<file path="src/rtl/multichannel_adc_block_averager_core_defines.svh">
// Assertion macros shared by the block averager modules.
// Each macro expects signals named clk and arst_n in the module that uses it.
`ifndef MULTICHANNEL_ADC_BLOCK_AVERAGER_CORE_DEFINES_SVH
`define MULTICHANNEL_ADC_BLOCK_AVERAGER_CORE_DEFINES_SVH

// The consequent must hold in the same cycle as the antecedent.
`define MCABA_ASSERT_SAME(lbl, ante, cons, msg) \
	lbl: assert property (@(posedge clk) disable iff (!arst_n) (ante) |-> (cons)) \
		else $error(msg);

// The consequent must hold in the cycle after the antecedent.
`define MCABA_ASSERT_NEXT(lbl, ante, cons, msg) \
	lbl: assert property (@(posedge clk) disable iff (!arst_n) (ante) |=> (cons)) \
		else $error(msg);

`endif

</file>
<file path="src/rtl/mcaba_pkg.sv">
package mcaba_pkg;

	// Fixed field widths.
	localparam int SAMPLE_W   = 16;
	localparam int AVG_W      = 14;
	localparam int PERIOD_W   = 16;
	localparam int MASK_W     = 8;
	localparam int CHAN_W     = 3;
	localparam int MAX_REPORT = 8;
	localparam int CFG_IDX_W  = 1;
	localparam int CFG_DATA_W = 16;
	localparam int STEP_W     = 4;

	// Operation codes of an input transaction.
	localparam logic OP_SAMPLE = 1'b0;
	localparam logic OP_TICK   = 1'b1;

	// Configuration register indexes.
	localparam logic [CFG_IDX_W-1:0] REG_ENABLE_MASK = 1'b0;
	localparam logic [CFG_IDX_W-1:0] REG_PERIOD      = 1'b1;

	localparam logic [PERIOD_W-1:0] ELAPSED_MAX  = 16'hFFFF;
	localparam logic [PERIOD_W-1:0] PERIOD_RESET = 16'd10;
	localparam logic [STEP_W-1:0]   DIV_LAST     = STEP_W'(AVG_W - 1);

	typedef struct packed {
		logic                op;
		logic [CHAN_W-1:0]   channel;
		logic                sample_valid;
		logic [SAMPLE_W-1:0] sample_data;
	} in_item_t;

	typedef struct packed {
		logic [CHAN_W-1:0] out_channel;
		logic [AVG_W-1:0]  average;
		logic              last;
	} out_item_t;

	// Commands from the controller to the datapath.
	typedef struct packed {
		logic accept;
		logic exec;
		logic div_load;
		logic div_step;
		logic emit;
	} dp_cmd_t;

	// Status from the datapath to the controller.
	typedef struct packed {
		logic is_tick;
		logic report_due;
		logic div_last;
		logic out_free;
		logic last_ch;
	} dp_status_t;

endpackage

</file>
<file path="src/rtl/multichannel_adc_block_averager_core.sv">
// Multichannel block averager. Sample transactions add a valid converter result to the
// sum and count of an enabled channel; tick transactions advance a millisecond counter,
// and when it reaches the configured period the block emits one average per channel
// (the first eight at most), in channel order, with last set on the final one, clearing
// each sum and count as it is read. Each average is sum / (4 * count), or zero for a
// disabled or empty channel. A non-reporting sample or tick passes the execute state and
// returns to idle. A reporting tick keeps the input closed while, per channel, a load
// state, the shared restoring divider (one quotient bit per cycle) and an emit state
// that waits on a full output register run; that register then holds the last average
// while new transactions are accepted. No clearing pass follows reset. Configuration is
// written through cfg_we, cfg_idx (0 = channel enable mask, 1 = period in milliseconds)
// and cfg_wdata; the user must write it only while idle; the block does not enforce it.
module multichannel_adc_block_averager_core #(
	parameter int NUM_CHANNELS = 8,
	parameter int COUNT_BITS   = 12
) (
	input  logic                             clk,
	input  logic                             arst_n,
	input  logic                             in_valid,
	output logic                             in_ready,
	input  mcaba_pkg::in_item_t              in_item,
	output logic                             out_valid,
	input  logic                             out_ready,
	output mcaba_pkg::out_item_t             out_item,
	input  logic                             cfg_we,
	input  logic [mcaba_pkg::CFG_IDX_W-1:0]  cfg_idx,
	input  logic [mcaba_pkg::CFG_DATA_W-1:0] cfg_wdata
);
	import mcaba_pkg::*;

	dp_cmd_t    cmd;
	dp_status_t status;

	// Sequencer.
	mcaba_ctrl u_ctrl (
		.clk      (clk),
		.arst_n   (arst_n),
		.in_valid (in_valid),
		.in_ready (in_ready),
		.cmd      (cmd),
		.status   (status)
	);

	// Accumulators, divider and output register.
	mcaba_dp #(
		.NUM_CHANNELS (NUM_CHANNELS),
		.COUNT_BITS   (COUNT_BITS)
	) u_dp (
		.clk       (clk),
		.arst_n    (arst_n),
		.in_item   (in_item),
		.cfg_we    (cfg_we),
		.cfg_idx   (cfg_idx),
		.cfg_wdata (cfg_wdata),
		.cmd       (cmd),
		.status    (status),
		.out_ready (out_ready),
		.out_valid (out_valid),
		.out_item  (out_item)
	);

endmodule

</file>
<file path="src/rtl/mcaba_dp.sv">
module mcaba_dp #(
	parameter int NUM_CHANNELS = 8,
	parameter int COUNT_BITS   = 12
) (
	input  logic                                clk,
	input  logic                                arst_n,
	input  mcaba_pkg::in_item_t                 in_item,
	input  logic                                cfg_we,
	input  logic [mcaba_pkg::CFG_IDX_W-1:0]     cfg_idx,
	input  logic [mcaba_pkg::CFG_DATA_W-1:0]    cfg_wdata,
	input  mcaba_pkg::dp_cmd_t                  cmd,
	output mcaba_pkg::dp_status_t               status,
	input  logic                                out_ready,
	output logic                                out_valid,
	output mcaba_pkg::out_item_t                out_item
);
	import mcaba_pkg::*;

	`include "multichannel_adc_block_averager_core_defines.svh"

	localparam int SUM_W  = SAMPLE_W + COUNT_BITS;
	localparam int DVD_W  = SUM_W - 2;
	localparam int ADDR_W = (NUM_CHANNELS > 1) ? $clog2(NUM_CHANNELS) : 1;
	localparam int RPT    = (NUM_CHANNELS > MAX_REPORT) ? MAX_REPORT : NUM_CHANNELS;
	localparam logic [COUNT_BITS-1:0] COUNT_MAX = '1;
	localparam logic [ADDR_W-1:0]     LAST_IDX  = ADDR_W'(RPT - 1);

	logic [MASK_W-1:0]     mask_q;
	logic [PERIOD_W-1:0]   period_q;
	logic [PERIOD_W-1:0]   elapsed_q;
	in_item_t              item_s1;
	logic [SUM_W-1:0]      sum_q [NUM_CHANNELS];
	logic [COUNT_BITS-1:0] count_q [NUM_CHANNELS];
	logic [ADDR_W-1:0]     idx_q;
	logic [COUNT_BITS-1:0] div_cnt_q;
	logic [COUNT_BITS:0]   rem_q;
	logic [AVG_W-1:0]      dvd_q;
	logic [AVG_W-1:0]      quo_q;
	logic [STEP_W-1:0]     step_q;
	logic                  zero_q;
	logic                  out_valid_q;
	out_item_t             out_item_q;

	logic [ADDR_W-1:0]     s_addr;
	logic                  s_in_range;
	logic                  s_take;
	logic [SUM_W-1:0]      sum_add;
	logic                  is_tick;
	logic [PERIOD_W-1:0]   el_inc;
	logic                  due;
	logic [SUM_W-1:0]      rd_sum;
	logic [COUNT_BITS-1:0] rd_cnt;
	logic [DVD_W-1:0]      dvd_full;
	logic [COUNT_BITS:0]   div_ext;
	logic [COUNT_BITS:0]   trial;
	logic                  ge;

	// Configuration registers.
	always_ff @(posedge clk or negedge arst_n) begin
		if (!arst_n) begin
			mask_q   <= '0;
			period_q <= PERIOD_RESET;
		end else if (cfg_we) begin
			unique case (cfg_idx)
				REG_ENABLE_MASK: mask_q   <= cfg_wdata[MASK_W-1:0];
				REG_PERIOD:      period_q <= cfg_wdata[PERIOD_W-1:0];
			endcase
		end
	end

	// Input transaction is held for the execute cycle.
	always_ff @(posedge clk) begin
		if (cmd.accept) begin
			item_s1 <= in_item;
		end
	end

	// A sample is taken only for an enabled, addressable channel whose count is not full.
	assign s_addr     = ADDR_W'(item_s1.channel);
	assign s_in_range = ({29'd0, item_s1.channel} < 32'(NUM_CHANNELS));
	assign is_tick    = (item_s1.op == OP_TICK);
	assign s_take     = cmd.exec && !is_tick && item_s1.sample_valid && s_in_range
		&& mask_q[item_s1.channel] && (count_q[s_addr] != COUNT_MAX);
	assign sum_add    = sum_q[s_addr] + SUM_W'(item_s1.sample_data);

	// Millisecond counter saturates; a report is due once it reaches the period.
	assign el_inc = (elapsed_q == ELAPSED_MAX) ? elapsed_q : elapsed_q + 1'b1;
	assign due    = (el_inc >= period_q);

	always_ff @(posedge clk or negedge arst_n) begin
		if (!arst_n) begin
			elapsed_q <= '0;
		end else if (cmd.exec && is_tick) begin
			elapsed_q <= due ? '0 : el_inc;
		end
	end

	// Per-channel sums and counts; each entry is cleared as the report reads it.
	always_ff @(posedge clk or negedge arst_n) begin
		if (!arst_n) begin
			for (int i = 0; i < NUM_CHANNELS; i++) begin
				sum_q[i]   <= '0;
				count_q[i] <= '0;
			end
		end else if (s_take) begin
			sum_q[s_addr]   <= sum_add;
			count_q[s_addr] <= count_q[s_addr] + 1'b1;
		end else if (cmd.div_load) begin
			sum_q[idx_q]   <= '0;
			count_q[idx_q] <= '0;
		end
	end

	// Report channel index.
	always_ff @(posedge clk or negedge arst_n) begin
		if (!arst_n) begin
			idx_q <= '0;
		end else if (cmd.exec && is_tick && due) begin
			idx_q <= '0;
		end else if (cmd.emit && (idx_q != LAST_IDX)) begin
			idx_q <= idx_q + 1'b1;
		end
	end

	// Restoring divider: (sum / 4) / count, one quotient bit per cycle. The quotient
	// always fits in the average width, so the remainder starts from the upper bits.
	assign rd_sum   = sum_q[idx_q];
	assign rd_cnt   = count_q[idx_q];
	assign dvd_full = rd_sum[SUM_W-1:2];
	assign div_ext  = {1'b0, div_cnt_q};
	assign trial    = {rem_q[COUNT_BITS-1:0], dvd_q[AVG_W-1]};
	assign ge       = (trial >= div_ext);

	always_ff @(posedge clk) begin
		if (cmd.div_load) begin
			rem_q     <= {1'b0, dvd_full[DVD_W-1:AVG_W]};
			dvd_q     <= dvd_full[AVG_W-1:0];
			div_cnt_q <= rd_cnt;
			quo_q     <= '0;
		end else if (cmd.div_step) begin
			rem_q <= ge ? (trial - div_ext) : trial;
			dvd_q <= {dvd_q[AVG_W-2:0], 1'b0};
			quo_q <= {quo_q[AVG_W-2:0], ge};
		end
	end

	always_ff @(posedge clk or negedge arst_n) begin
		if (!arst_n) begin
			step_q <= '0;
			zero_q <= 1'b1;
		end else if (cmd.div_load) begin
			step_q <= '0;
			zero_q <= !(mask_q[3'(idx_q)] && (rd_cnt != '0));
		end else if (cmd.div_step) begin
			step_q <= step_q + 1'b1;
		end
	end

	// Output register: a finished average waits here for the consumer.
	always_ff @(posedge clk or negedge arst_n) begin
		if (!arst_n) begin
			out_valid_q <= 1'b0;
		end else if (cmd.emit) begin
			out_valid_q <= 1'b1;
		end else if (out_ready) begin
			out_valid_q <= 1'b0;
		end
	end

	always_ff @(posedge clk) begin
		if (cmd.emit) begin
			out_item_q.out_channel <= CHAN_W'(idx_q);
			out_item_q.average     <= zero_q ? '0 : quo_q;
			out_item_q.last        <= (idx_q == LAST_IDX);
		end
	end

	assign out_valid = out_valid_q;
	assign out_item  = out_item_q;

	assign status.is_tick    = is_tick;
	assign status.report_due = due;
	assign status.div_last   = (step_q == DIV_LAST);
	assign status.out_free   = !out_valid_q || out_ready;
	assign status.last_ch    = (idx_q == LAST_IDX);

	// While a real division is loaded, the partial remainder stays below the divisor.
	`MCABA_ASSERT_SAME(a_rem_below_divisor, !zero_q, rem_q < div_ext, "divider remainder overflow")

endmodule

</file>
<file path="src/rtl/mcaba_ctrl.sv">
module mcaba_ctrl (
	input  logic                  clk,
	input  logic                  arst_n,
	input  logic                  in_valid,
	output logic                  in_ready,
	output mcaba_pkg::dp_cmd_t    cmd,
	input  mcaba_pkg::dp_status_t status
);
	import mcaba_pkg::*;

	`include "multichannel_adc_block_averager_core_defines.svh"

	typedef enum logic [2:0] {
		S_IDLE,
		S_EXEC,
		S_LOAD,
		S_DIV,
		S_EMIT
	} state_t;

	state_t state_q;

	// Sequencing: accept, execute, then for a report load, divide and emit per channel.
	always_ff @(posedge clk or negedge arst_n) begin
		if (!arst_n) begin
			state_q <= S_IDLE;
		end else begin
			unique case (state_q)
				S_IDLE: begin
					if (in_valid) begin
						state_q <= S_EXEC;
					end
				end
				S_EXEC: begin
					if (status.is_tick && status.report_due) begin
						state_q <= S_LOAD;
					end else begin
						state_q <= S_IDLE;
					end
				end
				S_LOAD: begin
					state_q <= S_DIV;
				end
				S_DIV: begin
					if (status.div_last) begin
						state_q <= S_EMIT;
					end
				end
				S_EMIT: begin
					if (status.out_free) begin
						state_q <= status.last_ch ? S_IDLE : S_LOAD;
					end
				end
				default: begin
					state_q <= S_IDLE;
				end
			endcase
		end
	end

	// Commands to the datapath.
	assign in_ready     = (state_q == S_IDLE);
	assign cmd.accept   = in_valid && (state_q == S_IDLE);
	assign cmd.exec     = (state_q == S_EXEC);
	assign cmd.div_load = (state_q == S_LOAD);
	assign cmd.div_step = (state_q == S_DIV);
	assign cmd.emit     = (state_q == S_EMIT) && status.out_free;

	`MCABA_ASSERT_NEXT(a_report_starts, (state_q == S_EXEC) && status.is_tick && status.report_due, state_q == S_LOAD, "due report did not start")
	`MCABA_ASSERT_NEXT(a_report_ends, cmd.emit && status.last_ch, state_q == S_IDLE, "report did not end after last channel")
	`MCABA_ASSERT_NEXT(a_busy_after_accept, cmd.accept, !in_ready, "accepted a transaction while busy")

endmodule
</file>
<file path="config.mk">
export PLATFORM = sky130hd
export DESIGN_NAME = multichannel_adc_block_averager_core
export DESIGN_NICKNAME = d
export VERILOG_FILES = /design/src/rtl/mcaba_pkg.sv /design/src/rtl/multichannel_adc_block_averager_core.sv /design/src/rtl/mcaba_dp.sv /design/src/rtl/mcaba_ctrl.sv
export VERILOG_INCLUDE_DIRS = /design/src /design/src/rtl
export SDC_FILE = /design/constraint.sdc
export NUM_CORES = 1
export LEC_CHECK = 0
export BUFFER_PORTS_ARGS = -buffer_cell sky130_fd_sc_hd__clkbuf_2
export CAP_MARGIN = 20
export CORE_MARGIN = 1.5
export CORE_UTILIZATION = 55
export DETAILED_ROUTE_END_ITERATION = 10
export PLACE_DENSITY = 0.72
export SYNTH_ARGS = -nofsm -noshare
export SYNTH_HDL_FRONTEND = slang
export SYNTH_SLANG_ARGS = --single-unit
</file>
<file path="constraint.sdc">
create_clock -name clk -period 10 [get_ports clk]
set_clock_uncertainty 0.2 [all_clocks]
set_input_delay 2 -clock clk [delete_from_list [all_inputs] [get_ports clk]]
set_output_delay 2 -clock clk [all_outputs]
set_load 0.03 [all_outputs]
</file>
==> run_results.csv <==
group,metric,value,unit
cells_and_area,layout_common_cells,"dfrtp_1 (366), a22o_1 (294), nand2_1 (136)",
sta,fmax,166,MHz
clock_network,cts_root_buf,"clkbuf_16",
route,num_vias,19400,
clock_network,cts_sinks,463,
worst_setup_path,startpoint_type,"register",
cells_and_area,synthToLayoutAreaGrowth,11.2,%
clock_network,post_cts_resized,0,
sta,holdWs,245,ps
clock_network,clk_pin_slew_worst_paths,70,ps
yosys,synth_flop_cell,"dfrtp_1",
floorplan,initial_core_util,55.5,%
status,status,"complete, no violations",
route,drt.antenna.violating_nets,0,
route,dr_wl_met3,9150,um
clock_network,post_cts_buffers,0,
worst_setup_path,worstPathRequired,10320,ps
global_routing,antenna_found_initial,1,
yosys,synth_top_area_share,38.8,%
sta,slew_headroom,18.9,%
clock_network,cts_tree,"done",
cells_and_area,antenna_cells,0,
floorplan,num_io_pins,63,
sta,rsz0062_at_grt,"no",
yosys,syn-cell-area,0.0238,mm2
sta,maxSlewViolCount,0,
sta,tightest_slew,1220,ps
yosys,synth_area_leaders,"dfrtp_1 (39%), a22o_1 (11%), edfxtp_1 (9.7%)",
cells_and_area,fin_nets,2206,
global_routing,grt_first_pass_wirelength,116000,um
floorplan,die_w,211,um
sta,setup_viol,0,
route,top_layer,"met5",
global_routing,grt-ovfl-total,0,
place,gp_congestion,0.922,
route,met1_length,29400,um
clock_network,hold_buffers,0,
global_routing,grt_max_degree,161,
route,via_per_inst,7.11,
floorplan,dieArea,0.0446,mm2
cells_and_area,final_common_cell,"dfrtp_1",
sta,finalCritPeriodShare,60.2,%
clock_network,cts_buffers,49,
clock_network,clockBufferDepth,3,
power,cellLeakagePower,11.7,nW
sta,fin_crit,6020,ps
floorplan,core,0.0429,mm2
clock_network,clock_latency,600,ps
yosys,yosysUniqueCellTypes,84,
route,detail_route.wl_per_cell,27.9,um
place,detailed_place_hpwl,46400,um
yosys,synth_area_leader_cell,"dfrtp_1",
yosys,synth_edf_count,77,
clock_network,cts.htree.levels,2,
yosys,yosysSeqAreaShare,50.0,%
worst_setup_path,arrival,6350,ps
global_routing,grt_pass1_vias,19200,
power,p_per_area,185,mW/mm2
yosys,synthCells,2113,
cells_and_area,fillCellCount,3348,
route,drtIter0Drc,2772,
route,drc_errors,0,
sta,hold_viol_final,0,
worst_setup_path,end_kind,"register",
global_routing,grt.total_usage,34.5,%
worst_setup_path,path_max_fanout,50,
sta,finalSetupTns,0,ps
yosys,synthArstFlopShare,80.3,%
min_path,hp-class,"register to register",
route,wl_met2,34200,um
floorplan,rows,76,
yosys,syn-num-nets,2208,
cells_and_area,drive_above_1_share,15.6,%
route,firstDrtPassIters,6,
yosys,avgSynthCellArea,11.3,um2
yosys,yosys_warnings,0,
floorplan,dieHeight,211,um
route,drt-total-wl,76300,um
worst_setup_path,path_class,"register to register",
yosys,ys_ff_latch,463,
cells_and_area,final_util,61.7,%
place,io_buffers,62,
run,maxCapViolations,0,
power,ir_worst_vdd,0.169,mV
==> synth_stat cells, types with 44 or more instances <==
library cell    n
dfrtp_1       369
a22o_1        294
nand2_1       136
a22oi_1       117
clkbuf_1      102
nor2_1         84
o21ai_0        81
edfxtp_1       77
a21oi_1        66
mux2i_1        65
mux2_2         64
nand3_1        55
ha_1           50
inv_1          44
==> through the flow <==
stage               instance area [um2]  setup slack (ps)  std cells  total power, mW
global route                      26500              3820       2734             5.08
CTS                               26500              4150       2733             4.91
detailed placement                24700              4150       2644             2.91
finish                            26500              3980       2734             4.91
global placement                  24700              4240       2643             2.89
floorplan                         23800              5120       2113             2.68
==> power breakdown <==
part	internal, mW	leakage [nW]	total (mW)	switching [mW]
registers	2.08	5.89	2.24	0.158
clock network	1.23	0.864	2.00	0.776
logic	0.286	4.92	0.667	0.381
==> area by class of cell <==
cell class	instances	area [um2]	share of cell area (%)
flip-flops and latches	463	11900	45.0
repair buffers	112	713	2.69
clock inverters	22	352	1.33
well taps	585	732	2.76
clock buffers	67	1430	5.38
inverters	47	176	0.666
multi-input cells	1438	11200	42.2
==> path summary, 6_finish.rpt <==
check	from	end	slack [ps]	cells after the start
setup reg to reg	u_dp.s_addr[0]$_DFFE_PP_	u_dp.sum_q[160]$_DFFE_PN0P_	3980	14
max in group asynchronous	arst_n	u_dp.sum_q[145]$_DFFE_PN0P_	6520	3
setup / recovery	u_dp.s_addr[0]$_DFFE_PP_	u_dp.sum_q[160]$_DFFE_PN0P_	3980	14
hold / removal	u_dp.quo_q[13]$_SDFFE_PP0P_	u_dp.quo_q[13]$_SDFFE_PP0P_	250	2
hold reg to reg	u_dp.quo_q[13]$_SDFFE_PP0P_	u_dp.quo_q[13]$_SDFFE_PP0P_	250	2
min in group asynchronous	arst_n	u_dp.elapsed_q[15]$_DFFE_PN0P_	1200	1
==> critical path, stage by stage, from the launching register on <==
cell and delay [ps]:
edfxtp_1 320, buf_4 530, nor2b_1 540, and2_1 1020, a221oi_1 220, nand3_1 170, ha_1 290, and3_1 230
a221oi_1 590, nor3_1 200, o21ai_0 350, a211o_1 310, nor2_1 90, xnor2_1 600, a22o_1 250
==> registers in the layout, summed over array words and instances (netlist names), 3 cells and up <==
| signal | cells |
|---|---|
| u_dp.step_q | 4 |
| u_dp.count_q | 96 |
| u_dp.div_cnt_q | 12 |
| u_dp.idx_q | 3 |
| u_dp.rem_q | 12 |
| u_dp.item_s1 | 17 |
| u_dp.dvd_q | 14 |
| u_dp.quo_q | 14 |
| u_dp.mask_q | 8 |
| u_dp.sum_q | 224 |
| u_ctrl.state_q | 3 |
| u_dp.period_q | 16 |
| u_dp.elapsed_q | 16 |
| u_dp.out_item | 18 |
| u_dp.s_addr | 3 |
==> metal layers <==
| metal | vias to the layer above | GRT usage [%] |
|---|---|---|
| met3 | 279 | 10.1 |
| li1 | 8129 | - |
| met2 | 1335 | 52.8 |
| met5 | - | 0 |
| met4 | 2 | 15.5 |
| met1 | 9692 | 45.5 |
==> cells by family after synthesis <==
logic type | count (synthesis) | synth area share [%]
adder cells (fa/ha/maj) | 52 | 2.79
multiplexers | 159 | 8.55
AO/OA/AOI/OAI | 726 | 23.6
AND/OR/NAND/NOR | 447 | 9.27
buffers and inverters | 212 | 3.79
flip-flops | 463 | 50.0
XOR/XNOR | 54 | 2.02
(Power assumes the default switching activity.)
